File: src/sv/apg_pkg.sv
package apg_pkg;

  // Field and datapath widths
  localparam int CoordW = 16;
  localparam int HalfW  = 12;
  localparam int DiffW  = 17;  // start-to-tip difference
  localparam int TermW  = 24;  // c10*dx + m10*dy
  localparam int ProdW  = 36;  // term * h
  localparam int NumW   = 44;  // divider numerator magnitude
  localparam int DenW   = 29;  // 10 * length * 256
  localparam int RootW  = 25;
  localparam int RadW   = 50;
  localparam int SumW   = 46;
  localparam int CntW   = 6;   // divider step counter

  localparam int NumVert = 8;

  // Register map (word index)
  localparam logic [1:0] REG_CX = 2'd0;
  localparam logic [1:0] REG_CY = 2'd1;
  localparam logic [1:0] REG_HW = 2'd2;

  localparam logic [CoordW-1:0] CX_RESET = 16'd4800;
  localparam logic [CoordW-1:0] CY_RESET = 16'd4800;
  localparam logic [HalfW-1:0]  HW_RESET = 12'd48;

  // Arrow outline in tenths of h: local x = e*L - c10*h/10, local y = m10*h/10
  localparam logic signed [7:0] C10 [NumVert] = '{
    8'sd0, 8'sd0, 8'sd50, 8'sd70, 8'sd0, 8'sd70, 8'sd50, 8'sd0
  };
  localparam logic signed [7:0] M10 [NumVert] = '{
    8'sd0, 8'sd7, 8'sd10, 8'sd40, 8'sd0, -8'sd40, -8'sd10, -8'sd7
  };
  localparam logic [NumVert-1:0] EMASK = 8'b0111_1100;

  typedef struct packed {
    logic signed [DiffW-1:0]  dx;
    logic signed [DiffW-1:0]  dy;
    logic signed [CoordW-1:0] cx;
    logic signed [CoordW-1:0] cy;
    logic [HalfW-1:0]         h;
    logic [DenW-1:0]          den;
    logic                     degen;
  } job_t;

endpackage

File: src/sv/apg_front.sv
module apg_front
  import apg_pkg::*;
(
  input  logic                     clk_i,
  input  logic                     rst_ni,
  input  logic                     in_valid_i,
  output logic                     in_stall_o,
  input  logic signed [CoordW-1:0] end_x_i,
  input  logic signed [CoordW-1:0] end_y_i,
  input  logic signed [CoordW-1:0] center_x_i,
  input  logic signed [CoordW-1:0] center_y_i,
  input  logic [HalfW-1:0]         half_width_i,
  input  logic                     full_i,
  output logic                     push_o,
  output job_t                     job_o
);

  localparam logic [1:0] F_IDLE = 2'd0;
  localparam logic [1:0] F_SQ   = 2'd1;
  localparam logic [1:0] F_ROOT = 2'd2;
  localparam logic [1:0] F_PUSH = 2'd3;

  logic [1:0] state_q, state_d;
  logic [4:0] cnt_q, cnt_d;

  logic signed [DiffW-1:0]  dx_q, dy_q;
  logic signed [CoordW-1:0] cx_q, cy_q;
  logic [HalfW-1:0]         h_q;
  logic [RadW-1:0]          rad_q, rad_d;
  logic [RootW+2:0]         rem_q, rem_d;
  logic [RootW-1:0]         root_q, root_d;
  logic                     degen_q, degen_d;

  logic signed [2*DiffW-1:0] sqx, sqy;
  logic [32:0]               sum_sq;
  logic [RootW+2:0]          rem_sh, trial;
  logic [DenW-1:0]           den;
  logic                      accept;

  assign in_stall_o = (state_q != F_IDLE);
  assign accept     = in_valid_i && (state_q == F_IDLE);

  assign sqx    = dx_q * dx_q;
  assign sqy    = dy_q * dy_q;
  assign sum_sq = {1'b0, sqx[31:0]} + {1'b0, sqy[31:0]};

  // one root digit per cycle
  assign rem_sh = {rem_q[RootW:0], rad_q[RadW-1 -: 2]};
  assign trial  = {1'b0, root_q, 2'b01};

  assign den = degen_q ? DenW'(10) : ({root_q, 3'b000} + {3'b000, root_q, 1'b0});

  always_comb begin
    state_d = state_q;
    cnt_d   = cnt_q;
    rad_d   = rad_q;
    rem_d   = rem_q;
    root_d  = root_q;
    degen_d = degen_q;
    case (state_q)
      F_IDLE: begin
        if (accept) state_d = F_SQ;
      end
      F_SQ: begin
        rad_d   = {1'b0, sum_sq, 16'h0000};
        rem_d   = '0;
        root_d  = '0;
        cnt_d   = '0;
        degen_d = (dx_q == '0) && (dy_q == '0);
        state_d = F_ROOT;
      end
      F_ROOT: begin
        rad_d = {rad_q[RadW-3:0], 2'b00};
        if (rem_sh >= trial) begin
          rem_d  = rem_sh - trial;
          root_d = {root_q[RootW-2:0], 1'b1};
        end else begin
          rem_d  = rem_sh;
          root_d = {root_q[RootW-2:0], 1'b0};
        end
        cnt_d = cnt_q + 5'd1;
        if (cnt_q == 5'(RootW - 1)) state_d = F_PUSH;
      end
      F_PUSH: begin
        if (!full_i) state_d = F_IDLE;
      end
      default: state_d = F_IDLE;
    endcase
  end

  always_ff @(posedge clk_i or negedge rst_ni) begin
    if (!rst_ni) begin
      state_q <= F_IDLE;
      cnt_q   <= '0;
    end else begin
      state_q <= state_d;
      cnt_q   <= cnt_d;
    end
  end

  always_ff @(posedge clk_i) begin
    if (accept) begin
      dx_q <= DiffW'(end_x_i) - DiffW'(center_x_i);
      dy_q <= DiffW'(end_y_i) - DiffW'(center_y_i);
      cx_q <= center_x_i;
      cy_q <= center_y_i;
      h_q  <= half_width_i;
    end
    rad_q   <= rad_d;
    rem_q   <= rem_d;
    root_q  <= root_d;
    degen_q <= degen_d;
  end

  assign push_o = (state_q == F_PUSH) && !full_i;

  always_comb begin
    job_o.dx    = dx_q;
    job_o.dy    = dy_q;
    job_o.cx    = cx_q;
    job_o.cy    = cy_q;
    job_o.h     = h_q;
    job_o.den   = den;
    job_o.degen = degen_q;
  end

endmodule

File: config.mk
export PLATFORM = sky130hd
export DESIGN_NAME = apg_front
export DESIGN_NICKNAME = d
export VERILOG_FILES = /design/src/sv/apg_pkg.sv /design/src/sv/apg_front.sv
export SDC_FILE = /design/constraint.sdc
export NUM_CORES = 2
export LEC_CHECK = 0
export BUFFER_PORTS_ARGS = -buffer_cell sky130_fd_sc_hd__buf_2
export CORE_MARGIN = 4
export CORE_UTILIZATION = 50
export DETAILED_ROUTE_END_ITERATION = 12
export HOLD_SLACK_MARGIN = 0.1
export MAX_ROUTING_LAYER = met4
export PLACE_DENSITY = 0.73
export RECOVER_POWER = 25
export SYNTH_ARGS = -nofsm -noshare
export SYNTH_HDL_FRONTEND = slang
export SYNTH_SLANG_ARGS = --single-unit
File: constraint.sdc
create_clock -name clk_i -period 20.1 [get_ports clk_i]
set_clock_uncertainty 0.15 [all_clocks]
set_input_delay 1.005 -clock clk_i [delete_from_list [all_inputs] [get_ports clk_i]]
set_output_delay 1.005 -clock clk_i [all_outputs]
set_load 0.005 [all_outputs]
# Word-level counts from Yosys, hierarchy flattened
# Cells that the tools add are included.
# Widths: inputs -> output; s select.
[word_totals]
ff_bits = 187
out_inout_bits = 110
elab_cells = 48
[op_classes]
add_sub_neg = 6
mul = 2
order_cmp = 1
eq_ne = 7
n_mux = 11
reduce_logical = 10
[op_table]
columns = ["operator", "n"]
rows = [
  ["$pmux 50 s2", 1],
  ["$mul 17x17->32", 2],
  ["$pmux 26 s2", 1],
  ["$pmux 25 s2", 1],
  ["$logic_not 17->1", 2],
  ["$sub 16x16->17", 2],
  ["$add 32x32->33", 1],
  ["$add 28x26->29", 1],
  ["$mux 29", 1],
  ["$ge 28x27->1", 1],
  ["$mux 26", 1],
  ["$sub 26x26->26", 1],
  ["$pmux 5 s2", 1],
  ["$pmux 2 s4", 1],
  ["$mux 2", 3],
  ["$ne 2x2->1 const B", 3],
  ["$add 5x1->5 const B", 1],
  ["$eq 5x5->1 const B", 1],
  ["$eq 2x2->1 const B", 2],
  ["$reduce_bool 2->1", 2],
  ["$logic_and 1x1->1", 3],
  ["$reduce_and 3->1", 1],
  ["$eq 2x1->1 const B", 1],
  ["$logic_not 2->1", 1],
  ["2 further kinds", 2],
]

# Logic depth before layout (Yosys ltp)
[depth]
depth_word = 4
mapped_depth = 34
mapped_depth_nobuf = 34

# Worst setup path before layout
# Ideal clock, no wire load.
[synth_path]
path_kind = "reg-to-reg"
from = "reg dx_q[7]"
to = "reg rad_q[47], data pin"
arrival_ns = 7.821
required_time_ns = 19.687
path_slack_ns = 11.866
path_stages_with_launch = 34
path_cell_list = "edfxtp_1 > clkbuf_1 > clkbuf_1 > nand2_1 > fa_1 > inv_1 > fa_1 > inv_1 > fa_1 > inv_1 > fa_1 > fa_1 > inv_1 > fa_1 > inv_1 > ha_1 > a21o_1 > a2111oi_0 > a21oi_1 > a21o_1 > a21oi_1 > o21bai_1 > a21oi_1 > xnor2_1 > ha_1 > a21oi_1 > o21ai_0 > a211o_1 > nor3_2 > o311ai_1 > a311o_1 > a21oi_1 > xor2_1 > o21ai_1"
[synth_via]
elab_chain_cells = 3
[synth_rtl]
columns = ["element", "line_no", "rtl"]
rows = [
  ["start: declaration", "apg_front.sv:26", "logic signed [DiffW-1:0] dx_q, dy_q;"],
  ["start signal: assignment", "apg_front.sv:103", "dx_q <= DiffW'(end_x_i) - DiffW'(center_x_i);"],
  ["$mul 17x17->32", "apg_front.sv:43", "assign sqx = dx_q * dx_q;"],
  ["$add 32x32->33", "apg_front.sv:45", "assign sum_sq = {1'b0, sqx[31:0]} + {1'b0, sqy[31:0]};"],
  ["$pmux 50 s2", "apg_front.sv:60", "case (state_q)"],
  ["net rad_d[47]", "apg_front.sv:29", "logic [RadW-1:0] rad_q, rad_d;"],
  ["end signal: assignment", "apg_front.sv:109", "rad_q <= rad_d;"],
  ["end: declaration", "apg_front.sv:29", ""],
]
# The timed path passes the listed nets, and every way through them passes these cells. The select of a mux whose other input is x is not followed.
# A chain may end at the register's enable or synchronous reset.

# Final worst setup path
[layout_path]
from = "reg dx_q[2]"
to = "reg rad_q[47], data pin"
# Same word-level chain as after synthesis.

==> flow_summary.json <==
{
  "status": "complete, no violations",
  "drv_cap": 0,
  "required_ps": 20170,
  "ctsRootBufferMaster": "clkbuf_16",
  "slew_viol_final": 0,
  "grt_max_degree": 90,
  "gp_congestion": 0.900,
  "worst-r2r-cell-count": 30,
  "hold_viol": 0,
  "cts_setup_buffers": 0,
  "end_kind": "flip-flop",
  "yosys-top-cells-count": "775 x inv_1, 511 x fa_1, 293 x ha_1",
  "cts-resized-gates": 0,
  "ys_types": 84,
  "synth_flop_cell": "edfxtp_1",
  "setup_viol": 0,
  "drive_gt1_frac": 0.0689,
  "relSlewSlack": 0.0360,
  "dp_hpwl_um": 55000,
  "max_freq_ghz": 0.113,
  "clk_path_buf_depth": 2,
  "fill_cells": 5331,
  "tns_ps": 0,
  "ant_nets": 0,
  "cpMaxStageDelayCell": "edfxtp_1",
  "crit_path_max_fanout": 22,
  "seqCellArea_mm2": 0.00510,
  "drt_iter0_drc": 1117,
  "yosys.cell_count.top_type": "inv_1",
  "cts_tree": "yes",
  "grt-ovfl-total": 0,
  "synth_area_leaders": "fa_1 33%, edfxtp_1 16%, ha_1 12%, inv_1 9.5%, xnor2_1 3.7%",
  "grt_pass1_vias": 23300,
  "reg2reg_slack_ps": 11260,
  "portBuffers": 188,
  "cts_buffers": 17,
  "wire_per_inst_um": 16.2,
  "final_core_util": 0.544,
  "period_share": 0.440,
  "ys_ff_latch": 171,
  "die_w_um": 256,
  "synth_edf_count": 164,
  "clock_latency_ps": 490,
  "start_util": 0.507,
  "synth.largest_area_cell": "fa_1",
  "clk_transition_reported_paths_ps": 70,
  "synthArstFlopShare": 0.0409,
  "htree_levels": 4,
  "critPathLaunchType": "flip-flop",
  "grt.total_usage": 0.220,
  "ys_warn_count": 0,
  "chipHeight_um": 256,
  "criticalPathCategory": "reg2reg",
  "grt_pass1_wl_um": 114000,
  "core_area_mm2": 0.0605,
  "io_pins": 190,
  "vias": 21800,
  "synth_seq_area_share": 0.166,
  "areaGrowthSynthToFinish_pct": 7.34,
  "dr.pass1.iters": 5,
  "multi_input_area_mm2": 0.0223,
  "max_stage_delay_ps": 940,
  "tightestPinTransition_ps": 1450,
  "syn_area_per_cell_um2": 9.53,
  "cts.sinks": 171,
  "hold_buffers": 0,
  "rsz0062_at_grt": "no",
  "post-synth-top-area-fraction": 0.334,
  "r2r_end": "rad_q[47]",
  "period_minus_slack_ps": 8840,
  "nets": 4240,
  "antenna_found_initial": 0,
  "wl_um": 67200,
  "num_rows": 90,
  "syn_nets": 4098,
  "rr_startpoint": "dx_q[2]",
  "syn_inst": 3214,
  "cp.arrival_ps": 8910,
  "dieArea_mm2": 0.0653,
  "hold_path.class": "in2async",
  "syn_area_mm2": 0.0306,
  "drc": 0,
  "viasPerCell": 5.25
}
kinds of logic after synthesis:
family	after synthesis	share of synthesized area
AO/OA/AOI/OAI	434	0.0942
AND/OR/NAND/NOR	735	0.119
XOR/XNOR	184	0.0526
buffers and inverters	861	0.106
multiplexers	24	0.00809
other	1	0.000122
adder cells (fa/ha/maj)	804	0.454
flip-flops	171	0.166
flip-flops by register name (all words and copies together), names as in the netlist:
name and cells:
cnt_q 5, cx_q 16, cy_q 16, degen_q 1, dx_q 17, dy_q 17, h_q 12, rad_q 34
rem_q 26, root_q 25, state_q 2
worst max-delay path: cells and delay by family, from the launching register on:
kind | cells | cell delay, ps
flops | 1 | 940
simple gates | 2 | 390
xor+xnor | 2 | 250
buf+inv | 3 | 170
fa+ha+maj | 8 | 3680
compound gates | 15 | 3000
how the worst max path moves through the flow:
stage	start	end	slack, ps	cells past startpoint
floorplan	dx_q[7]	rad_q[47]	11870	33
global placement	dx_q[4]	rad_q[47]	11480	30
detailed placement	dx_q[7]	rad_q[47]	11250	31
CTS	dx_q[7]	rad_q[47]	11240	31
global route	dx_q[7]	rad_q[47]	10630	30
finish	dx_q[2]	rad_q[47]	11260	30
final cells by class:
class	count	area share
clock buffers	17	0.0129
clock inverters	15	0.00468
multi-input cells	2182	0.677
diodes	1	0.0000761
well taps	782	0.0298
repair buffers	209	0.0315
flip-flops and latches	171	0.155
inverters	775	0.0885
cells in the final DEF (no fill, tap or decap), types with 56 or more instances in the layout:
cell type	synthesis	routed
o21ai_0	83	83
nand2_1	251	251
xnor2_1	131	131
nor2b_1	56	56
ha_1	293	293
a21oi_1	123	123
inv_1	775	775
fa_1	511	511
edfxtp_1	164	164
buf_2	2	138
and2_1	139	128
nor2_1	118	118
layer usage:
layer,track usage,routed length (µm)
met5,-,0
met4,0.0698,2020
met3,0.0329,3410
met2,0.375,33500
met1,0.272,28300
per-stage QoR:
step	hold WS [ps]	std cells	setup WS, ps	instance area (µm²)
after floorplan	348	3214	11870	30600
after global placement	354	4119	11480	32400
after detailed placement	368	4119	11250	32400
after CTS	168	4151	11240	33000
after global routing	303	4151	10630	32900
final	274	4152	11260	32900
Power is left out: the tool's default activity adds up to more than one toggle a clock period on the data nets, which glitch-free logic cannot reach.
