$ cat config.mk
export PLATFORM = sky130hd
export DESIGN_NAME = apg_back
export DESIGN_NICKNAME = d
export VERILOG_FILES = /design/src/sv/apg_pkg.sv /design/src/sv/apg_div.sv /design/src/sv/apg_back.sv
export SDC_FILE = /design/constraint.sdc
export NUM_CORES = 2
export LEC_CHECK = 0
export BUFFER_PORTS_ARGS = -buffer_cell sky130_fd_sc_hd__buf_4
export CAP_MARGIN = 5
export CORE_AREA = 2 2 370 372
export CTS_BUF_LIST = sky130_fd_sc_hd__clkbuf_4
export CTS_CLUSTER_DIAMETER = 120
export DETAILED_ROUTE_END_ITERATION = 6
export DIE_AREA = 0 0 372 374
export GPL_ROUTABILITY_DRIVEN = 0
export GPL_TIMING_DRIVEN = 0
export PLACE_DENSITY = 0.68
export SETUP_SLACK_MARGIN = 0.3
export SLEW_MARGIN = 10
export SYNTH_ARGS = -nofsm -noshare
export SYNTH_HDL_FRONTEND = slang
export SYNTH_SLANG_ARGS = --single-unit
$ cat constraint.sdc
create_clock -name clk_i -period 39.6 [get_ports clk_i]
set_input_delay 3.96 -clock clk_i [delete_from_list [all_inputs] [get_ports clk_i]]
set_output_delay 3.96 -clock clk_i [all_outputs]
set_load 0.02 [all_outputs]
$ cat src/sv/apg_pkg.sv
package apg_pkg;

  // Field and datapath widths
  localparam int CoordW = 16;
  localparam int HalfW  = 12;
  localparam int DiffW  = 17;  // start-to-tip difference
  localparam int TermW  = 24;  // c10*dx + m10*dy
  localparam int ProdW  = 36;  // term * h
  localparam int NumW   = 44;  // divider numerator magnitude
  localparam int DenW   = 29;  // 10 * length * 256
  localparam int RootW  = 25;
  localparam int RadW   = 50;
  localparam int SumW   = 46;
  localparam int CntW   = 6;   // divider step counter

  localparam int NumVert = 8;

  // Register map (word index)
  localparam logic [1:0] REG_CX = 2'd0;
  localparam logic [1:0] REG_CY = 2'd1;
  localparam logic [1:0] REG_HW = 2'd2;

  localparam logic [CoordW-1:0] CX_RESET = 16'd4800;
  localparam logic [CoordW-1:0] CY_RESET = 16'd4800;
  localparam logic [HalfW-1:0]  HW_RESET = 12'd48;

  // Arrow outline in tenths of h: local x = e*L - c10*h/10, local y = m10*h/10
  localparam logic signed [7:0] C10 [NumVert] = '{
    8'sd0, 8'sd0, 8'sd50, 8'sd70, 8'sd0, 8'sd70, 8'sd50, 8'sd0
  };
  localparam logic signed [7:0] M10 [NumVert] = '{
    8'sd0, 8'sd7, 8'sd10, 8'sd40, 8'sd0, -8'sd40, -8'sd10, -8'sd7
  };
  localparam logic [NumVert-1:0] EMASK = 8'b0111_1100;

  typedef struct packed {
    logic signed [DiffW-1:0]  dx;
    logic signed [DiffW-1:0]  dy;
    logic signed [CoordW-1:0] cx;
    logic signed [CoordW-1:0] cy;
    logic [HalfW-1:0]         h;
    logic [DenW-1:0]          den;
    logic                     degen;
  } job_t;

endpackage

$ cat src/sv/apg_div.sv
module apg_div
  import apg_pkg::*;
(
  input  logic            clk_i,
  input  logic            rst_ni,
  input  logic            start_i,
  input  logic [NumW-1:0] num_i,
  input  logic [DenW-1:0] den_i,
  output logic            busy_o,
  output logic [NumW-1:0] quot_o
);

  // restoring divider, one quotient bit per cycle
  logic            busy_q;
  logic [CntW-1:0] cnt_q;
  logic [DenW-1:0] den_q;
  logic [DenW-1:0] rem_q;
  logic [NumW-1:0] quo_q;
  logic [DenW:0]   trial;
  logic            fits;

  assign trial = {rem_q, quo_q[NumW-1]};
  assign fits  = (trial >= {1'b0, den_q});

  always_ff @(posedge clk_i or negedge rst_ni) begin
    if (!rst_ni) begin
      busy_q <= 1'b0;
      cnt_q  <= '0;
    end else if (start_i) begin
      busy_q <= 1'b1;
      cnt_q  <= '0;
    end else if (busy_q) begin
      cnt_q <= cnt_q + CntW'(1);
      if (cnt_q == CntW'(NumW - 1)) busy_q <= 1'b0;
    end
  end

  always_ff @(posedge clk_i) begin
    if (start_i) begin
      den_q <= den_i;
      rem_q <= '0;
      quo_q <= num_i;
    end else if (busy_q) begin
      rem_q <= fits ? DenW'(trial - {1'b0, den_q}) : DenW'(trial);
      quo_q <= {quo_q[NumW-2:0], fits};
    end
  end

  assign busy_o = busy_q;
  assign quot_o = quo_q;

endmodule

$ cat src/sv/apg_back.sv
module apg_back
  import apg_pkg::*;
(
  input  logic                     clk_i,
  input  logic                     rst_ni,
  input  job_t                     job_i,
  input  logic                     empty_i,
  output logic                     pop_o,
  output logic                     out_valid_o,
  input  logic                     out_stall_i,
  output logic signed [CoordW-1:0] vertex_x_o,
  output logic signed [CoordW-1:0] vertex_y_o,
  output logic [2:0]               vertex_index_o,
  output logic                     last_o,
  output logic                     degenerate_o
);

  localparam logic [2:0] B_IDLE  = 3'd0;
  localparam logic [2:0] B_MUL   = 3'd1;
  localparam logic [2:0] B_SCALE = 3'd2;
  localparam logic [2:0] B_DIV   = 3'd3;
  localparam logic [2:0] B_OUT   = 3'd4;

  logic [2:0] state_q;
  logic [2:0] k_q;
  job_t       job_q;

  logic signed [TermW-1:0] tx_q, ty_q;
  logic                    negx_q, negy_q;

  logic signed [TermW:0]   tmx, tmy;
  logic signed [ProdW-1:0] px, py;
  logic signed [HalfW:0]   hs;
  logic signed [NumW-1:0]  nx, ny;
  logic [NumW-1:0]         magx, magy, numx, numy, qx, qy;
  logic                    busy_x, busy_y, start, load;
  logic signed [SumW-1:0]  sumx, sumy, ex, ey;

  logic                     out_valid_q;
  logic signed [CoordW-1:0] vx_q, vy_q;
  logic [2:0]               idx_q;
  logic                     last_q, degen_q;

  function automatic logic signed [CoordW-1:0] sat(input logic signed [SumW-1:0] v);
    logic signed [CoordW-1:0] r;
    if (v > SumW'(32767))       r = 16'sh7fff;
    else if (v < -SumW'(32768)) r = 16'sh8000;
    else                        r = v[CoordW-1:0];
    return r;
  endfunction

  assign tmx = C10[k_q] * job_q.dx + M10[k_q] * job_q.dy;
  assign tmy = C10[k_q] * job_q.dy - M10[k_q] * job_q.dx;

  assign hs = {1'b0, job_q.h};
  assign px = tx_q * hs;
  assign py = ty_q * hs;
  assign nx = job_q.degen ? NumW'(px) : {px, 8'h00};
  assign ny = job_q.degen ? NumW'(py) : {py, 8'h00};
  assign magx = nx[NumW-1] ? NumW'(-nx) : NumW'(nx);
  assign magy = ny[NumW-1] ? NumW'(-ny) : NumW'(ny);
  // round half away from zero: bias the magnitude by den/2
  assign numx = magx + NumW'(job_q.den >> 1);
  assign numy = magy + NumW'(job_q.den >> 1);
  assign start = (state_q == B_SCALE);

  apg_div u_div_x (
    .clk_i  (clk_i),
    .rst_ni (rst_ni),
    .start_i(start),
    .num_i  (numx),
    .den_i  (job_q.den),
    .busy_o (busy_x),
    .quot_o (qx)
  );

  apg_div u_div_y (
    .clk_i  (clk_i),
    .rst_ni (rst_ni),
    .start_i(start),
    .num_i  (numy),
    .den_i  (job_q.den),
    .busy_o (busy_y),
    .quot_o (qy)
  );

  assign ex   = EMASK[k_q] ? SumW'(job_q.dx) : '0;
  assign ey   = EMASK[k_q] ? SumW'(job_q.dy) : '0;
  assign sumx = SumW'(job_q.cx) + ex
              + (negx_q ? $signed(SumW'(qx)) : -$signed(SumW'(qx)));
  assign sumy = SumW'(job_q.cy) + ey
              + (negy_q ? $signed(SumW'(qy)) : -$signed(SumW'(qy)));

  assign pop_o = (state_q == B_IDLE) && !empty_i;
  assign load  = (state_q == B_OUT) && (!out_valid_q || !out_stall_i);

  always_ff @(posedge clk_i or negedge rst_ni) begin
    if (!rst_ni) begin
      state_q     <= B_IDLE;
      k_q         <= '0;
      out_valid_q <= 1'b0;
    end else begin
      case (state_q)
        B_IDLE: begin
          if (!empty_i) begin
            state_q <= B_MUL;
            k_q     <= '0;
          end
        end
        B_MUL:   state_q <= B_SCALE;
        B_SCALE: state_q <= B_DIV;
        B_DIV: begin
          if (!busy_x && !busy_y) state_q <= B_OUT;
        end
        B_OUT: begin
          if (load) begin
            k_q     <= k_q + 3'd1;
            state_q <= (k_q == 3'(NumVert - 1)) ? B_IDLE : B_MUL;
          end
        end
        default: state_q <= B_IDLE;
      endcase
      if (load)                  out_valid_q <= 1'b1;
      else if (!out_stall_i)     out_valid_q <= 1'b0;
    end
  end

  always_ff @(posedge clk_i) begin
    if (pop_o) job_q <= job_i;
    if (state_q == B_MUL) begin
      tx_q <= job_q.degen ? TermW'(C10[k_q]) : tmx[TermW-1:0];
      ty_q <= job_q.degen ? -TermW'(M10[k_q]) : tmy[TermW-1:0];
    end
    if (start) begin
      negx_q <= nx[NumW-1];
      negy_q <= ny[NumW-1];
    end
    if (load) begin
      vx_q    <= sat(sumx);
      vy_q    <= sat(sumy);
      idx_q   <= k_q;
      last_q  <= (k_q == 3'(NumVert - 1));
      degen_q <= job_q.degen;
    end
  end

  assign out_valid_o    = out_valid_q;
  assign vertex_x_o     = vx_q;
  assign vertex_y_o     = vy_q;
  assign vertex_index_o = idx_q;
  assign last_o         = last_q;
  assign degenerate_o   = degen_q;

endmodule

; Word level (Yosys, flattened, before mapping)
; Memory sizes are Yosys's and may differ from the RTL's.
; Index checks and enable logic that the tools add are counted.
[classes]
add_sub_neg = 18
n_mul = 6
order_cmp = 8
eq_ne = 11
n_mux = 43
bitwise = 1
n_reduce_logical = 15
[op_table]
columns = op, n
row1 = 44-bit two-way mux, 6
row2 = 46-bit two-way mux, 4
row3 = 8-bit by 17-bit multiplier with 24-bit output, 4
row4 = 16-bit by 46-bit adder with 46-bit output, 2
row5 = 46-bit adder, 2
row6 = "46-bit by 16-bit greater-than comparator with 1-bit output, second input constant", 2
row7 = "46-bit by 16-bit less-than comparator with 1-bit output, second input constant", 2
row8 = 44-bit negation with 46-bit output, 2
row9 = 44-bit by 28-bit adder with 44-bit output, 2
row10 = 44-bit negation, 2
row11 = 43-bit two-way mux, 2
row12 = 24-bit by 13-bit multiplier with 36-bit output, 2
row13 = 30-bit by 29-bit >= comparator with 1-bit output, 2
row14 = 29-bit two-way mux, 2
row15 = 29-bit subtractor, 2
row16 = 24-bit two-way mux, 2
row17 = 16-bit two-way mux, 2
row18 = 8-bit two-way mux, 4
row19 = 24-bit adder, 1
row20 = 6-bit two-way mux, 4
row21 = 24-bit negation, 1
row22 = 24-bit subtractor, 1
row23 = 3-bit two-way mux, 5
row24 = 3-bit one-hot mux with 5 select lines, 1
row25 = 19 further kinds, 43
[totals]
register_bits = 391
rom_bits = 136
inputBits = 112
output_inout_bits = 39
wordCells = 133
mem_count = 3
[memory_table]
columns = name, depth, width, rd, rd_clocked_by_memory_dff, write_ports, line_no
row1 = (no name shown), 8, 8, 1, 0, 0, apg_back.sv:132  ; ty_q <= job_q.degen ? -TermW'(M10[k_q]) : tmy[TermW-1:0];
row2 = (no name shown), 8, 8, 1, 0, 0, apg_back.sv:131  ; tx_q <= job_q.degen ? TermW'(C10[k_q]) : tmx[TermW-1:0];
row3 = (no name shown), 8, 1, 1, 0, 0, apg_back.sv:88  ; assign ey = EMASK[k_q] ? SumW'(job_q.dy) : '0;

; Longest topological paths before layout
[depth]
depth_word = 7
mapped_depth = 44
ltp_nobuf = 40

; Modules after synthesis
; From an unflattened synthesis, not the netlist that was laid out.
[unflattened]
hier_cells = 8069
hier_area_um2 = 72086.6
[by_module_without_submodules]
columns = module, n_inst, cells_per_inst, area_per_inst_um2, seq_area_each_um2
row1 = apg_back, 1, 6875, 59819.9, 6030.8
row2 = apg_div, 2, 597, 6133.4, 2947.8

; Worst setup path after synthesis
; Ideal clock, no wire load.
[synth_timing]
path_kind = input-to-output
startpoint = input empty_i
endpoint = output pop_o
t_arrival_ns = 14.851
t_required_ns = 35.640
slack_ns = 20.789
cell_stages = 1
n_path_buf = 0
cell_sequence = nor4_1
[synth_via]
elab_chain_len = 2
[synth_rtl]
columns = element, line_no
row1 = start: declaration, apg_back.sv:7  ; input logic empty_i,
row2 = 1-bit zero test, -
row3 = 1-bit logical AND, apg_back.sv:94  ; assign pop_o = (state_q == B_IDLE) && !empty_i;
row4 = end: declaration, apg_back.sv:8  ; output logic pop_o,
; No other way between the ends.

; Final worst setup path
[layout_timing]
startpoint = register job_q (netlist bit hs[5])
endpoint = register u_div_y.quo_q[40] (netlist: u_div_y.quot_o[40]), data pin
[layout_via]
elab_chain_len = 6
[layout_rtl]
columns = element, line_no
row1 = start: declaration, apg_back.sv:26  ; job_t job_q;
row2 = start signal: assignment, apg_back.sv:129  ; if (pop_o) job_q <= job_i;
row3 = 24-bit by 13-bit multiplier with 36-bit output (*), apg_back.sv:57  ; assign py = ty_q * hs;
row4 = named net ny[43], apg_back.sv:34  ; logic signed [NumW-1:0] nx, ny;
row5 = 43-bit two-way mux, apg_back.sv:59  ; assign ny = job_q.degen ? NumW'(py) : {py, 8'h00};
row6 = 44-bit negation, apg_back.sv:61  ; assign magy = ny[NumW-1] ? NumW'(-ny) : NumW'(ny);
row7 = 44-bit two-way mux (*), apg_back.sv:61
row8 = 44-bit by 28-bit adder with 44-bit output (*), apg_back.sv:64  ; assign numy = magy + NumW'(job_q.den >> 1);
row9 = 44-bit two-way mux (*), apg_div.sv:39  ; if (start_i) begin
row10 = end signal: assignment, apg_div.sv:42  ; quo_q <= num_i;
row11 = end signal: assignment, apg_div.sv:45  ; quo_q <= {quo_q[NumW-2:0], fits};
row12 = end: declaration, apg_div.sv:18  ; logic [NumW-1:0] quo_q;
; Mark *: on every way through the listed nets, which the timed path passes. The rest lies on a longest branch.
; A chain may end at the register's enable or synchronous reset.

==> metrics.cfg <==
[yosys]
synth_top_cell_by_area = fa_1
ys_types = 101
yosys_warnings = 0
synth_edf_count = 312
syn-mean-instance-area_um2 = 8.782
ys_seq_elements = 391
syn_nets = 9663
seq_area_frac_synth_pct = 15.80
syn-instance-count = 7969
synth_top_area_share_pct = 28.38
async_flop_share_pct = 5.371
synth_ff_type = edfxtp_1
syn_area_mm2 = 0.06999
synthTopCellsByArea = fa_1, edfxtp_1, ha_1, inv_1, xnor2_1

[clocking]
cts_sinks = 391
holdBufCountCts = 0
htreeDepth = 3
clk_path_buf_depth = 3
clkTransAtPathRegs_ns = 0.07
numCtsBuffers = 109
insertion_delay_ns = 1.11
root_buffer = clkbuf_4
cts_setup_buffers = 0
cts-resized-gates = 0
cts_tree = built

[sta]
min_period_ns = 14.46
fin_tns_setup_ns = 0
setup_ws_ns = 25.14
finalCritPeriodShare_pct = 36.51
finalClockSkew_ns = 0.09012
rsz0062_at_grt = no
tightest_slew_ns = 1.271
max_clock_freq_mhz = 69.17
relSlewSlack_pct = 15.24
finalHoldViolCount = 0
setup_viol = 0
final-max-slew-violation-count = 0

[drt]
via_count = 58510
routed_wl_um = 215500
postRouteAntennaNets = 0
first_pass_iters = 6
avgViaCountPerCell = 5.773
drtIter0Drc = 5349
avgRoutedWirePerCell_um = 21.26
drc = 0

[place]
hpwl_um = 180300
dp_cells = 9928
portBuffers = 150
place_ws_ns = 25.78

[setup_path]
critPathArrivalTime_ns = 15.21
crit_type = reg2reg
reg2reg_slack_ns = 25.14
slowest_stage = clkbuf_1
critPathCaptureType = register
timing.critical_path.mode_cell = fa_1
start_kind = register
crit_fanout = 10
critical_path_required_ns = 40.36
cpPeakStageDelay_ns = 0.94

[cells_and_area]
areaGrowthSynthToFinish_pct = 7.478
drive_gt1_share_pct = 5.272
nNetsFinal = 9952
stdcell_count = 10130
seq_area_mm2 = 0.01106
fillers = 12270
multi_input_area_mm2 = 0.05242

[global_route]
antenna_found_initial = 11
grt_max_degree = 37
grt_pass1_wl_um = 336100
track_usage_pct = 31.33
grt_overflow_total = 0
grt_pass1_vias = 59640

[flow_run]
drv_cap = 0

[floorplan]
die_area_mm2 = 0.1391
fp.dieW_um = 372
ioPinCount = 151
num_rows = 135
core_mm2 = 0.1350
fp.dieH_um = 374
initial_utilization_pct = 51.86

[hold_path]
hold_class = reg2reg

[status]
status = finished clean

[kinds of logic (layout without fill, tap and decap cells)]
kind of cell    count (synthesis)  after routing  share of synthesized area [%]
mux                            59             59                         0.8671
fa+ha+maj                    1582           1582                          38.92
compound gates               1364           1364                          12.24
other cells                     0              7                              0
simple gates                 2362           2362                          16.91
buf+inv                      1741           2118                          9.366
xor+xnor                      470            470                          5.893
flops                         391            391                          15.80
[cell type report]
cell class                      instances  area share (%)
Clock inverter                         55          0.5273
Buffer                                344           1.745
Inverter                             1397           6.971
Timing Repair Buffer                  178           1.951
Antenna cell                            7         0.02329
Clock buffer                          144           1.437
Tap cell                             1781           2.963
Multi-Input combinational cell       5837           69.68
Sequential cell                       391           14.70
[cells in the mapped netlist (52+ instances only)]
cell type	count
inv_1	1394
fa_1	992
nand2_1	741
ha_1	590
nor2_1	436
and2_1	409
a21oi_1	405
o21ai_0	345
xnor2_1	326
edfxtp_1	312
clkbuf_1	308
nor2b_1	147
xor2_1	143
a21o_1	134
nor3_1	128
nand3_1	82
nand2b_1	71
a211oi_1	60
or3_1	60
and3_1	58
dfxtp_1	58
nand4_1	57
a31oi_1	52
[state kept, by name, summed over array words and instances, names as in the netlist, 6 cells and up]
signal	flops
job_q	96
u_div_x.quot_o	44
u_div_y.quot_o	44
u_div_x.rem_q	29
u_div_y.den_q	29
u_div_y.rem_q	29
tx_q	24
ty_q	24
vertex_x_o	16
vertex_y_o	16
hs	12
u_div_x.cnt_q	6
u_div_y.cnt_q	6
[critical path, delay by kind of cell, from the launching register on]
family | cells | cell delay [ns]
compound gates | 18 | 6.26
xor+xnor | 1 | 0.44
fa+ha+maj | 7 | 3.29
buf+inv | 8 | 2.84
flops | 1 | 0.41
simple gates | 6 | 0.86
[cell usage in the layout (no fill, tap or decap), types with 82 or more instances in the layout]
cell type | synthesis | routed
inv_1 | 1394 | 1392
a21oi_1 | 405 | 403
and2_1 | 409 | 409
clkbuf_4 | 0 | 144
nand3_1 | 82 | 82
nor3_1 | 128 | 128
a21o_1 | 134 | 134
fa_1 | 992 | 992
buf_4 | 1 | 164
clkbuf_1 | 308 | 308
xor2_1 | 143 | 143
nor2_1 | 436 | 435
o21ai_0 | 345 | 345
ha_1 | 590 | 590
edfxtp_1 | 312 | 312
nor2b_1 | 147 | 147
nand2_1 | 741 | 739
xnor2_1 | 326 | 326
[layer usage]
layer	up-vias	track usage, %	wire length (um)
met3	527	5.952	18300
met4	2	14.63	11740
met1	28940	40.27	85680
met2	2454	50.88	99740
met5	-	0	20
li1	26590	-	-
[path summary, 6_finish.rpt]
kind                          start                  to  depth (start not counted)
max in group asynchronous    rst_ni    u_div_y.cnt_q[0]                          1
min in group asynchronous    rst_ni              k_q[1]                          1
setup reg to reg              hs[5]  u_div_y.quot_o[40]                         40
hold reg to reg            job_q[1]    u_div_y.den_q[0]                          0
hold / removal             job_q[1]    u_div_y.den_q[0]                          0
setup / recovery              hs[5]  u_div_y.quot_o[40]                         40
[metrics by stage]
step	cell area (um^2)	hold slack [ns]	utilization (%)
global placement	73340	0.4208	54.34
floorplan	69990	0.4003	-
global route	75210	0.4508	55.73
CTS	75200	0.4441	55.72
detailed placement	73720	0.4112	54.63
finish	75220	0.4412	55.73
Power is not shown: default switching activity piles up to over one toggle a cycle in this logic, so the estimate is an artifact.
