## config.mk

```make
export PLATFORM = sky130hd
export DESIGN_NAME = apg_queue
export DESIGN_NICKNAME = d
export VERILOG_FILES = /design/src/sv/apg_pkg.sv /design/src/sv/apg_queue.sv
export SDC_FILE = /design/constraint.sdc
export NUM_CORES = 1
export LEC_CHECK = 0
export ABC_AREA = 1
export BUFFER_PORTS_ARGS = -buffer_cell sky130_fd_sc_hd__buf_4
export CORE_MARGIN = 2
export CORE_UTILIZATION = 45
export DETAILED_ROUTE_END_ITERATION = 6
export PLACE_DENSITY = 0.77
export SLEW_MARGIN = 10
export SYNTH_ARGS = -nofsm -noshare
export SYNTH_HDL_FRONTEND = slang
export SYNTH_SLANG_ARGS = --single-unit
```

## constraint.sdc

```tcl
create_clock -name clk_i -period 8.55 [get_ports clk_i]
set_input_delay 0.4275 -clock clk_i [delete_from_list [all_inputs] [get_ports clk_i]]
set_output_delay 0.4275 -clock clk_i [all_outputs]
set_load 0.02 [all_outputs]
```

## src/sv/apg_pkg.sv

```systemverilog
package apg_pkg;

  // Field and datapath widths
  localparam int CoordW = 16;
  localparam int HalfW  = 12;
  localparam int DiffW  = 17;  // start-to-tip difference
  localparam int TermW  = 24;  // c10*dx + m10*dy
  localparam int ProdW  = 36;  // term * h
  localparam int NumW   = 44;  // divider numerator magnitude
  localparam int DenW   = 29;  // 10 * length * 256
  localparam int RootW  = 25;
  localparam int RadW   = 50;
  localparam int SumW   = 46;
  localparam int CntW   = 6;   // divider step counter

  localparam int NumVert = 8;

  // Register map (word index)
  localparam logic [1:0] REG_CX = 2'd0;
  localparam logic [1:0] REG_CY = 2'd1;
  localparam logic [1:0] REG_HW = 2'd2;

  localparam logic [CoordW-1:0] CX_RESET = 16'd4800;
  localparam logic [CoordW-1:0] CY_RESET = 16'd4800;
  localparam logic [HalfW-1:0]  HW_RESET = 12'd48;

  // Arrow outline in tenths of h: local x = e*L - c10*h/10, local y = m10*h/10
  localparam logic signed [7:0] C10 [NumVert] = '{
    8'sd0, 8'sd0, 8'sd50, 8'sd70, 8'sd0, 8'sd70, 8'sd50, 8'sd0
  };
  localparam logic signed [7:0] M10 [NumVert] = '{
    8'sd0, 8'sd7, 8'sd10, 8'sd40, 8'sd0, -8'sd40, -8'sd10, -8'sd7
  };
  localparam logic [NumVert-1:0] EMASK = 8'b0111_1100;

  typedef struct packed {
    logic signed [DiffW-1:0]  dx;
    logic signed [DiffW-1:0]  dy;
    logic signed [CoordW-1:0] cx;
    logic signed [CoordW-1:0] cy;
    logic [HalfW-1:0]         h;
    logic [DenW-1:0]          den;
    logic                     degen;
  } job_t;

endpackage

```

## src/sv/apg_queue.sv

```systemverilog
module apg_queue
  import apg_pkg::*;
(
  input  logic clk_i,
  input  logic rst_ni,
  input  logic push_i,
  input  job_t data_i,
  input  logic pop_i,
  output job_t data_o,
  output logic full_o,
  output logic empty_o
);

  job_t       mem_q [2];
  logic       wr_q, rd_q;
  logic [1:0] cnt_q;

  assign full_o  = (cnt_q == 2'd2);
  assign empty_o = (cnt_q == 2'd0);
  assign data_o  = mem_q[rd_q];

  always_ff @(posedge clk_i or negedge rst_ni) begin
    if (!rst_ni) begin
      wr_q  <= 1'b0;
      rd_q  <= 1'b0;
      cnt_q <= 2'd0;
    end else begin
      if (push_i) wr_q <= ~wr_q;
      if (pop_i)  rd_q <= ~rd_q;
      if (push_i && !pop_i)      cnt_q <= cnt_q + 2'd1;
      else if (pop_i && !push_i) cnt_q <= cnt_q - 2'd1;
    end
  end

  always_ff @(posedge clk_i) begin
    if (push_i) mem_q[wr_q] <= data_i;
  end

endmodule

```

* Word level (Yosys, flattened, before mapping)
Memory sizes are Yosys's and may differ from the RTL's. Index checks and enable logic that the tools add are counted.
Storage, ports and cells: bits in registers 4, bits in latches 0, RAM bits 216, ROM bits 0, input bits 112, output and inout bits 110, word-level logic and storage cells 19, memories kept 1
Memories:
- mem_q | depth 2, width 108, read ports 1, clocked after Yosys merged registers in 0, write ports 1, line apg_queue.sv:14 | job_t mem_q [2];
Operators by class: $add $sub $neg 2, multipliers 0, div/mod/pow operators 0, $lt $le $gt $ge 0, equality and inequality tests 1, shifts and indexed selects 0, multiplexer cells 4, bitwise gates (word level) 2, reductions and logical operators 6
Operators with widths (count):
- 2-bit two-way mux | 2
- 2-bit by 1-bit adder with 2-bit output (second input constant) | 1
- 2-bit == test (second input constant) | 1
- 1-bit logical AND | 2
- 1-bit logical NOT | 2
- 2-bit logical NOT | 1
- 1-bit two-way mux | 2
- 1-bit inverter | 2
- 2-bit nonzero test | 1
- 2-bit by 1-bit subtractor with 2-bit output (second input constant) | 1

* Longest topological paths before layout
Gate-level depths: netlist of the first run.
depth in word-level cells 4, gate-level depth with buffers 7, gate-level depth less buffers 7

* Worst setup path after synthesis of the first run
OpenSTA, ideal clock, no wires.
path kind input to register, start input push_i, end memory mem_q[0][0] (netlist name), enable pin, setup time 579 ps, arrival 4987 ps, data required time 7971 ps, setup slack 2984 ps, cell stages on the path 2, buffers on the path 0, cell sequence inv_1 nor2_1
On the way: cells in the longest elaborated chain, start to end 2
Ends and longest elaborated chain:
- from (decl) | line apg_queue.sv:6 | input logic push_i,
- 1-bit two-way mux | line apg_queue.sv:36 | if (push_i) mem_q[wr_q] <= data_i;
- 1-bit two-way mux (implied by the code) | line apg_queue.sv:36
- to (decl) | line apg_queue.sv:14
No other way between the ends.

==> summary.md, run 1 <==
| Metric | Value |
|---|---|
| Leading cell type in the layout, fill and taps excluded | `sky130_fd_sc_hd__buf_4` |
| Clock sink count | `220` |
| Clock tree from TritonCTS | `built` |
| Finished Layout Cells | `840` |
| Setup repair after global routing missed its margin | `false` |
| Signal arrival time at the worst endpoint | `about 2.8 ns` |
| Critical Path End Type | `output port` |
| Class of the tightest hold or removal check | `in -> reg` |
| Actual slew at the worst max-slew pin | `~0.83 ns` |
| Maximum operating frequency | `between 0.3 and 0.4 GHz` |
| Syn_area_per_cell | `22.23 um^2` |
| Largest stage delay on the critical path | `between 0.8 and 0.9 ns` |
| Endpoints failing setup | `0` |
| GRT overflow | `0` |
| Die Width | `137.5 um` |
| Worst Setup Slack post-DPL | `between 5 and 6 ns` |
| Area of the mapped netlist | `8025 um^2` |
| Buf/Inv on CP | `2` |
| WS Path Type | `reg -> out` |
| # Max-Cap Violations | `0` |
| Setup ws final | `5.342 ns` |
| Overall die area | `roughly 19,000 um^2` |
| Number of failing hold endpoints at the final stage | `0` |
| Flop-to-flop setup slack | `6.37 ns` |
| Leakage power summed over all cells | `4.087 nW` |
| DP Wirelength | `9.871 mm` |
| Die height | `137.5 um` |
| Worst max-slew margin expressed relative to the limit | `44.75%` |
| Max stage delay cell, worst path | `sky130_fd_sc_hd__dfrtp_4` |
| Port Buffers | `between 200 and 250` |
| Share of synthesized area occupied by flip-flops and latches | `82.07%` |
| Area added between synthesis and finish | `33.66%` |
| Clock network latency to the later pin of the worst-skew pair | `between 0.4 and 0.5 ns` |
| Area of combinational cells with multiple inputs | `1341 um^2` |
| Via count of the first global-routing pass | `4,384` |
| Number of design-rule violations left by the first detailed-router iteration | `235` |
| ANT cells | `0` |
| Register cell area after layout | `6590 um^2` |
| Share of post-route cells with drive strength above 1 | `roughly three fifths` |
| Drt pass-1 iters | `4` |
| Number of antenna violations at the first check in global routing | `0` |
| First-pass GRT wire length | `22.05 mm` |
| Most repeated library cell on the critical path | `sky130_fd_sc_hd__buf_4` |
| Post-CTS setup-driven buffer insertion count | `0` |
| Setup TNS after final layout | `0 ns` |
| Synth top area cells | `sky130_fd_sc_hd__edfxtp_1, sky130_fd_sc_hd__mux2_2, sky130_fd_sc_hd__mux2_4, sky130_fd_sc_hd__dfrtp_1, sky130_fd_sc_hd__buf_2` |
| Post-route ant nets | `0` |
| Final wirelength | `15.08 mm` |
| Highest ir drop seen on vdd | `0.0002295 V` |
| Net count after synthesis | `474` |
| Min Tclk post-route | `approximately 3.2 ns` |
| Clock Pin Slew Worst Setup and Hold Paths | `0.06 ns` |
| Count of synthesis-stage warnings from yosys | `0` |
| Result of the run | `complete, no violations` |
| Placed Area | `9931 um^2` |
| Critical path data required time | `8.12 ns` |
| Count of fill cells added during filler insertion | `1,235` |
| Number of buffers created by CTS | `22` |
| Total number of vias | `approximately 4,100` |
| FF+latch count, synth | `220` |
| H-tree depth | `1` |
| Number of nets in the final layout | `712` |
| Most frequent cells in the layout | `sky130_fd_sc_hd__buf_4, sky130_fd_sc_hd__edfxtp_1, sky130_fd_sc_hd__mux2_2, sky130_fd_sc_hd__clkbuf_16, sky130_fd_sc_hd__mux2_4` |
| Placeable core area | `roughly 17,000 um^2` |
| Cell at the root of the clock tree | `sky130_fd_sc_hd__clkbuf_16` |
| Maximum fanout along the worst path | `61` |
| DRC Markers | `0` |
| Top-area cell type share of the netlist area | `80.82%` |
| Starting density of the core | `46.24%` |
| Category of cells accounting for the largest share of critical-path delay | `buffers and inverters` |
| Total routing usage reported by global routing | `15.15%` |
| Number of library cell types mapped by synthesis | `14` |
| Area of all placed cells without fillers | `between 10,000 and 15,000 um^2` |
| Maximum clock path buffer count | `3` |
| Cell type with the highest aggregate area in the netlist | `sky130_fd_sc_hd__edfxtp_1` |
| Fin Clk Skew | `0.01148 ns` |
| Total power consumption of the routed design | `0.003742 W` |
| Largest net degree at the start of global routing | `62` |
| Critical Path Start Type | `flip-flop` |
| Vias per cell | `4.915` |
| Sequence of cells on the critical path | `buf_4, mux2_2, buf_4` |
| Synthesized netlist cell count | `roughly 360` |
| Final weighted congestion of routability-driven global placement | `0.7448` |
| Final Max Tran Viols | `0` |
| Avg WL per Cell | `17.95 um` |
| Boundary Pins | `222` |
| Total power per unit cell area | `348.8 nW/um^2` |
| Final cycle utilization of the critical path | `about 38%` |
| Row count | `between 40 and 50` |
| Placed instance count | `roughly 800` |
## synth_stat cells
library cell and number:
sky130_fd_sc_hd__mux2_2 98, sky130_fd_sc_hd__buf_2 9, sky130_fd_sc_hd__xnor2_1 1, sky130_fd_sc_hd__buf_6 3
sky130_fd_sc_hd__ha_1 1, sky130_fd_sc_hd__nand4_1 1, sky130_fd_sc_hd__edfxtp_1 216, sky130_fd_sc_hd__mux2_4 10
sky130_fd_sc_hd__nor2_1 3, sky130_fd_sc_hd__nand3_1 1, sky130_fd_sc_hd__xor2_1 2, sky130_fd_sc_hd__inv_1 7
sky130_fd_sc_hd__nand2_1 5, sky130_fd_sc_hd__dfrtp_1 4
## power breakdown
| group | switching [W] | internal, W | leakage (nW) | total [W] |
|---|---|---|---|---|
| Sequential | 0.0000962 | 0.00143 | 2.07 | 0.00153 |
| Clock | 0.000378 | 0.000640 | 0.384 | 0.00102 |
| Combinational | 0.000638 | 0.000557 | 1.63 | 0.00119 |
## cells by family after synthesis
| family | after synthesis | share of synthesized area [%] |
|---|---|---|
| DFF | 220 | 82.07 |
| muxes | 108 | 15.62 |
| buffers and inverters | 19 | 1.310 |
| and+or+nand+nor | 10 | 0.5145 |
| xor gates and xnor gates | 3 | 0.3275 |
| adders and majority gates | 1 | 0.1559 |
## flip-flops by register name (all words and copies together) (netlist names)
signal / cells
rd_q: 1
cnt_q: 2
mem_q: 216
wr_q: 1
## routing by layer
metal	routed length, um	vias to the layer above	global-route usage (%)
met3	1295	23	4.341
met4	273	0	4.238
met5	0	-	0
li1	-	1894	-
met1	5696	2056	17.70
met2	7814	156	27.22
## final cells by class
| class | instances | share of cell area, % |
|---|---|---|
| sequential | 220 | 61.44 |
| multi-input combinational | 122 | 12.50 |
| clock buffer | 24 | 5.401 |
| timing repair buffer | 226 | 15.84 |
| inverter | 7 | 0.2683 |
| clock inverter | 16 | 1.925 |
| tap | 225 | 2.625 |
## per-stage QoR
step,util [%],hold WS (ns)
2_1_floorplan,-,0.1319
3_3_place_gp,57.22,0.2253
3_5_place_dp,57.22,0.2291
4_1_cts,61.80,0.09592
5_1_grt,61.80,0.09257
6_report,61.80,0.1176
## path summary, 6_finish.rpt
kind                       cells past startpoint       start            to
min reg2reg                                    2    cnt_q[1]      cnt_q[1]
min                                            1  data_i[29]  mem_q[1][29]
max reg2reg                                    3        wr_q  mem_q[1][88]
min in group asynchronous                      2      rst_ni          rd_q
max in group asynchronous                      2      rst_ni          rd_q
max                                            3        rd_q    data_o[72]
## repair_timing
action / CTS / global route
gates resized for setup: 0 / 0
hold endpoints to repair: 4 / 0
hold buffers: 1 / 0
Power figures use the tool's default switching activity.
==> run 2: changes to the inputs <==
ABC_AREA = 0   (was 1)
clock period = 3.3 ns   (was 8.55 ns; I/O delays follow)
==> summary.md, run 2 <==
| Metric | Value |
|---|---|
| Final Max Tran Viols | `0 (unchanged)` |
| Top-area cell type share of the netlist area | `81.03% (was 80.82%)` |
| Endpoints failing setup | `0 (unchanged)` |
| Port Buffers | `221 (unchanged)` |
| Number of failing hold endpoints at the final stage | `0 (unchanged)` |
| Most repeated library cell on the critical path | `sky130_fd_sc_hd__buf_4 (unchanged)` |
| Critical Path End Type | `output port (unchanged)` |
| Avg WL per Cell | `17.53 um (was 17.95 um)` |
| Sequence of cells on the critical path | `buf_4, mux2_2, buf_4 (unchanged)` |
| Maximum fanout along the worst path | `32 (was 61)` |
| Most frequent cells in the layout | `sky130_fd_sc_hd__buf_4, sky130_fd_sc_hd__edfxtp_1, sky130_fd_sc_hd__dlygate4sd3_1, sky130_fd_sc_hd__mux2_2, sky130_fd_sc_hd__clkbuf_16 (was sky130_fd_sc_hd__buf_4, sky130_fd_sc_hd__edfxtp_1, sky130_fd_sc_hd__mux2_2, sky130_fd_sc_hd__clkbuf_16, sky130_fd_sc_hd__mux2_4)` |
| Count of synthesis-stage warnings from yosys | `0 (unchanged)` |
| Leading cell type in the layout, fill and taps excluded | `sky130_fd_sc_hd__buf_4 (unchanged)` |
| Post-CTS resize count | `0 (unchanged)` |
| Synth top area cells | `sky130_fd_sc_hd__edfxtp_1, sky130_fd_sc_hd__mux2_2, sky130_fd_sc_hd__mux2_4, sky130_fd_sc_hd__dfrtp_1, sky130_fd_sc_hd__buf_2 (unchanged)` |
| Signal arrival time at the worst endpoint | `2.08 ns (was 2.78 ns)` |
| Largest stage delay on the critical path | `0.57 ns (was 0.86 ns)` |
| Result of the run | `complete, no violations (unchanged)` |
| Class of the tightest hold or removal check | `in -> reg (unchanged)` |
| Max FFs per register | `216 (unchanged)` |
| Min Tclk post-route | `2.240 ns` |
| Total power per unit cell area | `806.1 nW/um^2 (was 348.8 nW/um^2)` |
| Row count | `48 (unchanged)` |
| Number of antenna violations at the first check in global routing | `0 (unchanged)` |
| Net count after synthesis | `465 (was 474)` |
| Overall die area | `18,870 um^2 (was 18,920 um^2)` |
| Number of enable-type register cells in the synthesized netlist | `216 (unchanged)` |
| Boundary Pins | `222 (unchanged)` |
| Number of buffers created by CTS | `22 (unchanged)` |
| Cell at the root of the clock tree | `sky130_fd_sc_hd__clkbuf_16 (unchanged)` |
| Most instantiated cells after synthesis | `sky130_fd_sc_hd__edfxtp_1, sky130_fd_sc_hd__mux2_2, sky130_fd_sc_hd__mux2_4 (unchanged)` |
| GRT overflow | `0 (unchanged)` |
| WS Path Type | `reg -> out (unchanged)` |
| Max stage delay cell, worst path | `sky130_fd_sc_hd__dfrtp_4 (unchanged)` |
| Number of design-rule violations left by the first detailed-router iteration | `230 (was 235)` |
| DP Wirelength | `9.395 mm (was 9.871 mm)` |
| Cell type with the highest aggregate area in the netlist | `sky130_fd_sc_hd__edfxtp_1 (unchanged)` |
| Buf/Inv on CP | `2 (unchanged)` |
| FF+latch count, synth | `220 (unchanged)` |
| Total number of vias | `4,511 (was 4,129)` |
| Number of nets in the final layout | `815 (was 712)` |
| Clock sink count | `220 (unchanged)` |
| Placed Area | `9948 um^2 (was 9931 um^2)` |
| Post-CTS Hold Buffers | `113 (was 1)` |
| Leakage power summed over all cells | `4.483 nW (was 4.087 nW)` |
| Drt pass-1 iters | `7 (was 4)` |
| Synth Flop Type | `sky130_fd_sc_hd__edfxtp_1 (unchanged)` |
| H-tree depth | `1 (unchanged)` |
| Starting density of the core | `46.12% (was 46.24%)` |
| Biggest registers after layout | `mem_q (216), cnt_q (2) (unchanged)` |
| Die height | `137.4 um (was 137.5 um)` |
| Area of all placed cells without fillers | `11,730 um^2 (was 10,730 um^2)` |
| Share of synthesized area occupied by flip-flops and latches | `82.28% (was 82.07%)` |
| DRC Markers | `0 (unchanged)` |
| Share of synthesized flip-flops with an asynchronous set or reset | `1.818% (unchanged)` |
| Layout Utilization | `67.57% (was 61.80%)` |
| Worst max-slew margin expressed relative to the limit | `53.57% (was 44.75%)` |
| Maximum operating frequency | `0.4464 GHz` |
| Share of post-route cells with drive strength above 1 | `51.19% (was 60.49%)` |
| Synthesized netlist cell count | `352 (was 361)` |
| Most flop-heavy register | `mem_q (unchanged)` |
| Die Width | `137.4 um (was 137.5 um)` |
| Setup repair after global routing missed its margin | `false (unchanged)` |
| Vias per cell | `4.784 (was 4.915)` |
| Total routing usage reported by global routing | `17.15% (was 15.15%)` |
| Cell with the most instances after synthesis | `sky130_fd_sc_hd__edfxtp_1 (unchanged)` |
| Area added between synthesis and finish | `46.50% (was 33.66%)` |
| Critical Path Start Type | `flip-flop (unchanged)` |
| Maximum clock path buffer count | `3 (unchanged)` |
| Final cycle utilization of the critical path | `67.88%` |
| Actual slew at the worst max-slew pin | `0.6965 ns (was 0.8288 ns)` |
| Setup TNS after final layout | `0 ns (unchanged)` |
| # Max-Cap Violations | `0 (unchanged)` |
| Highest ir drop seen on vdd | `0.0004795 V (was 0.0002295 V)` |
| Final wirelength | `16.54 mm (was 15.08 mm)` |
| Clock network latency to the later pin of the worst-skew pair | `0.49 ns (about the same)` |
| Post-CTS setup-driven buffer insertion count | `0 (unchanged)` |
| Clock Pin Slew Worst Setup and Hold Paths | `0.06 ns (about the same)` |
| Number of library cell types mapped by synthesis | `13 (was 14)` |
| Final hold slack | `0.4017 ns (was 0.1176 ns)` |
| Via count of the first global-routing pass | `5,019 (was 4,384)` |
| Area of the mapped netlist | `8005 um^2 (was 8025 um^2)` |
| Final weighted congestion of routability-driven global placement | `0.7238 (was 0.7448)` |
| Placeable core area | `17,360 um^2 (unchanged)` |
| Category of cells accounting for the largest share of critical-path delay | `buffers and inverters (unchanged)` |
| Clock tree from TritonCTS | `built (unchanged)` |
| First-pass GRT wire length | `24.83 mm (was 22.05 mm)` |
| Post-route ant nets | `0 (unchanged)` |
| Largest net degree at the start of global routing | `109 (was 62)` |
| Fin Clk Skew | `0.006028 ns (was 0.01148 ns)` |
| Syn_area_per_cell | `22.74 um^2 (was 22.23 um^2)` |
| Critical path data required time | `3.13 ns (was 8.12 ns)` |
run 2: cell count changes after synthesis:
cell                      previous run  this run
sky130_fd_sc_hd__and2_1              0         1
sky130_fd_sc_hd__inv_1               7         1
sky130_fd_sc_hd__nand2_1             5         0
sky130_fd_sc_hd__nand3_1             1         0
sky130_fd_sc_hd__nand4_1             1         0
sky130_fd_sc_hd__nor2_1              3         2
sky130_fd_sc_hd__nor2b_1             0         2
sky130_fd_sc_hd__xor2_1              2         4
run 2: cell families after synthesis:
family / Yosys count / share of synthesized area, %
xor+xnor: 5 / 0.5470
simple gates: 5 / 0.3283
mux: 108 / 15.66
flops: 220 / 82.28
buf+inv: 13 / 1.031
fa+ha+maj: 1 / 0.1563
run 2: cell type report:
class / instances / area (um^2)
fill: 1112 / 5629
inverter: 1 / 3.754
antenna: 1 / 2.502
clock inverter: 12 / 55.05
timing repair buffer: 338 / 2858
tap: 225 / 281.5
multi-input combinational: 119 / 1346
sequential: 220 / 6590
clock buffer: 27 / 590.6
run 2: routing by layer:
layer	up-vias	share of wire [%]	wire, um	track usage, %
met4	0	3.0	503	6.071
met2	187	52	8634	31.15
met3	44	7.3	1201	4.709
met5	-	0	0	0
met1	2185	37	6196	19.33
li1	2095	-	-	-
run 2: through the flow:
step,instances,setup slack [ns],power [W]
2_1_floorplan,352,0.8505,0.005911
4_1_cts,942,1.030,0.009529
3_5_place_dp,790,1.486,0.007171
3_3_place_gp,790,1.511,0.007105
5_1_grt,942,0.9614,0.009871
6_report,943,1.060,0.009453
run 2: path summary, 6_finish.rpt:
path	start	cells after the start	endpoint	slack, ns
worst max-delay path	rd_q	3	data_o[70]	1.06
worst min-delay path	data_i[41]	2	mem_q[0][41]	0.40
worst max register to register	wr_q	2	mem_q[1][18]	1.46
worst min register to register	cnt_q[1]	1	cnt_q[1]	0.49
max in group asynchronous	rst_ni	4	rd_q	2.04
min in group asynchronous	rst_ni	3	wr_q	0.55
run 2: power by group:
group | internal [W] | switching [W] | leakage [nW] | total [W]
Sequential | 0.00371 | 0.000171 | 2.07 | 0.00389
Clock | 0.00127 | 0.000961 | 0.326 | 0.00223
Combinational | 0.00157 | 0.00177 | 2.08 | 0.00334
Total | 0.00655 | 0.00291 | 4.48 | 0.00945
run 2: worst reg2reg max path, stage by stage (launching register included):
cell and delay [ns]:
sky130_fd_sc_hd__dfrtp_1 0.41, sky130_fd_sc_hd__and2_4 0.60, sky130_fd_sc_hd__buf_12 0.42
==> run 3: changes to the inputs <==
ABC_AREA = 1   (was 0)
PLACE_DENSITY = 0.8   (was 0.77)
clock period = 1.87 ns   (was 3.3 ns; I/O delays follow)
==> summary.md, run 3 (synthesis results as in run 1) <==
| Metric | Value |
|---|---|
| Biggest registers after layout | `mem_q (216), cnt_q (2) (unchanged)` |
| Row count | `48 (unchanged)` |
| Sequential share of power | `38.2% (was 41.1%)` |
| Setup repair after global routing missed its margin | `true (was false)` |
| Number of design-rule violations left by the first detailed-router iteration | `224 (was 230)` |
| Most flop-heavy register | `mem_q (unchanged)` |
| Maximum fanout along the worst path | `16 (was 32)` |
| Clock Pin Slew Worst Setup and Hold Paths | `0.06 ns (about the same)` |
| Clock network latency to the later pin of the worst-skew pair | `0.49 ns (about the same)` |
| Signal arrival time at the worst endpoint | `1.82 ns (was 2.08 ns)` |
| DP Wirelength | `10.36 mm (was 9.395 mm)` |
| Largest net degree at the start of global routing | `57 (was 109)` |
| Violated checks | `negative setup slack` |
| Clock tree from TritonCTS | `built (unchanged)` |
| Setup ws final | `-0.04158 ns (was 1.060 ns)` |
| Number of nets in the final layout | `838 (was 815)` |
| Result of the run | `complete, but fails checks (was complete, no violations)` |
| Die height | `137.5 um (was 137.4 um)` |
| Logic gate share of total power | `37.8% (was 35.3%)` |
| Share of post-route cells with drive strength above 1 | `51.69% (was 51.19%)` |
| Clk pwr share | `23.9% (was 23.6%)` |
| Post-route ant nets | `0 (unchanged)` |
| Min Tclk post-route | `1.912 ns` |
| Total power consumption of the routed design | `0.01783 W (was 0.009453 W)` |
| Endpoints failing setup | `68 (was 0)` |
| Worst Setup Slack post-DPL | `0.3471 ns (was 1.486 ns)` |
| Area added between synthesis and finish | `50.65% (was 46.50%)` |
| Max FFs per register | `216 (unchanged)` |
| Switching fraction of total power | `30.92% (was 30.74%)` |
| Final cycle utilization of the critical path | `102.2%` |
| Worst max-slew margin expressed relative to the limit | `77.43% (was 53.57%)` |
| Setup TNS after final layout | `-0.9491 ns (was 0 ns)` |
| Leakage power summed over all cells | `4.657 nW (was 4.483 nW)` |
| Placeable core area | `17,360 um^2 (unchanged)` |
| Avg WL per Cell | `19.06 um (was 17.53 um)` |
| Number of buffers created by CTS | `23 (was 22)` |
| Class of the tightest hold or removal check | `in -> reg (unchanged)` |
| Die Width | `137.5 um (was 137.4 um)` |
| Leading cell type in the layout, fill and taps excluded | `sky130_fd_sc_hd__edfxtp_1 (was sky130_fd_sc_hd__buf_4)` |
| H-tree depth | `1 (unchanged)` |
| WS Path Type | `reg -> out (unchanged)` |
| Maximum operating frequency | `0.5231 GHz` |
| Final weighted congestion of routability-driven global placement | `0.7256 (was 0.7238)` |
| Critical Path End Type | `output port (unchanged)` |
| Final wirelength | `18.43 mm (was 16.54 mm)` |
| Number of failing hold endpoints at the final stage | `0 (unchanged)` |
| Via count of the first global-routing pass | `5,102 (was 5,019)` |
| Overall die area | `18,920 um^2 (was 18,870 um^2)` |
| Drt pass-1 iters | `4 (was 7)` |
| Critical Path Start Type | `flip-flop (unchanged)` |
| Maximum clock path buffer count | `3 (unchanged)` |
| Port Buffers | `221 (unchanged)` |
| Actual slew at the worst max-slew pin | `0.3385 ns (was 0.6965 ns)` |
| Final Max Tran Viols | `0 (unchanged)` |
| Cell at the root of the clock tree | `sky130_fd_sc_hd__clkbuf_16 (unchanged)` |
| Switching power total | `0.005515 W (was 0.002905 W)` |
| Total routing usage reported by global routing | `18.09% (was 17.15%)` |
| # Max-Cap Violations | `0 (unchanged)` |
| Most frequent cells in the layout | `sky130_fd_sc_hd__edfxtp_1, sky130_fd_sc_hd__buf_4, sky130_fd_sc_hd__dlygate4sd3_1, sky130_fd_sc_hd__mux2_2, sky130_fd_sc_hd__clkbuf_16 (was sky130_fd_sc_hd__buf_4, sky130_fd_sc_hd__edfxtp_1, sky130_fd_sc_hd__dlygate4sd3_1, sky130_fd_sc_hd__mux2_2, sky130_fd_sc_hd__clkbuf_16)` |
| Clock sink count | `220 (unchanged)` |
| Number of antenna violations at the first check in global routing | `1 (was 0)` |
| Starting density of the core | `46.24% (was 46.12%)` |
| Critical path data required time | `1.78 ns (was 3.13 ns)` |
| Highest ir drop seen on vdd | `0.0009254 V (was 0.0004795 V)` |
| GRT overflow | `0 (unchanged)` |
| DRC Markers | `0 (unchanged)` |
| Internal portion of total power | `0.01232 W (was 0.006548 W)` |
| First-pass GRT wire length | `26.03 mm (was 24.83 mm)` |
| Fin Clk Skew | `0.01127 ns (was 0.006028 ns)` |
| Total power per unit cell area | `1475 nW/um^2 (was 806.1 nW/um^2)` |
| Boundary Pins | `222 (unchanged)` |
| Vias per cell | `4.882 (was 4.784)` |
| Total number of vias | `4,721 (was 4,511)` |
-- run 3: critical path, stage by stage, from the launching register on --
cell and delay [ns]:
sky130_fd_sc_hd__dfrtp_4 0.45, sky130_fd_sc_hd__buf_12 0.17, sky130_fd_sc_hd__buf_16 0.17, sky130_fd_sc_hd__mux2_2 0.36
sky130_fd_sc_hd__buf_4 0.16
-- run 3: power groups by stage --
stage	Clock (W)	Sequential, W	Combinational (W)
global route	0.00456	0.00689	0.00708
finish	0.00427	0.00682	0.00675
floorplan	0	0.00684	0.00361
global placement	0	0.00691	0.00580
CTS	0.00433	0.00681	0.00637
detailed placement	0	0.00699	0.00588
-- run 3: final cells by class --
cell class,count,area [um^2]
fillers,1011,5266
clock inverters,16,127.6
flip-flops and latches,220,6590
diodes,1,2.502
multi-input cells,122,1348
clock buffers,25,583.1
well taps,225,281.5
repair buffers,351,3128
inverters,7,30.03
-- run 3: worst paths after layout --
check	start	end	slack, ns	depth (start not counted)
setup / recovery	rd_q	data_o[56]	-0.04	4
hold / removal	data_i[92]	mem_q[0][92]	0.33	2
setup reg to reg	wr_q	mem_q[1][52]	0.55	3
hold reg to reg	wr_q	wr_q	0.59	1
max in group asynchronous	rst_ni	rd_q	1.06	3
min in group asynchronous	rst_ni	cnt_q[0]	0.55	3
-- run 3: stage by stage --
step | instances | hold slack, ns | area, um^2 | util [%]
final | 967 | 0.3264 | 12090 | 69.66
after global routing | 967 | 0.3112 | 12090 | 69.66
after CTS | 963 | 0.3109 | 11950 | 68.84
after detailed placement | 805 | -0.1036 | 10050 | 57.93
after global placement | 805 | -0.1081 | 10050 | 57.93
after floorplan | 361 | -0.2021 | 8039 | -
-- run 3: repair_timing --
| action | in CTS | in global routing |
|---|---|---|
| hold buffers | 112 | 0 |
| resized for setup | 4 | 19 |
| setup buffers | 5 | 0 |
| endpoints found under the hold margin | 223 | 0 |
| endpoints found under the setup margin | 95 | 98 |
| gates cloned | 0 | 4 |
-- run 3: per-layer routing --
layer | up-vias | global-route usage, % | part of all wire [%]
met3 | 40 | 4.489 | 6.5
met4 | 0 | 5.384 | 2.8
met5 | - | 0 | 0
met1 | 2346 | 20.19 | 38
li1 | 2152 | - | -
met2 | 183 | 33.94 | 53
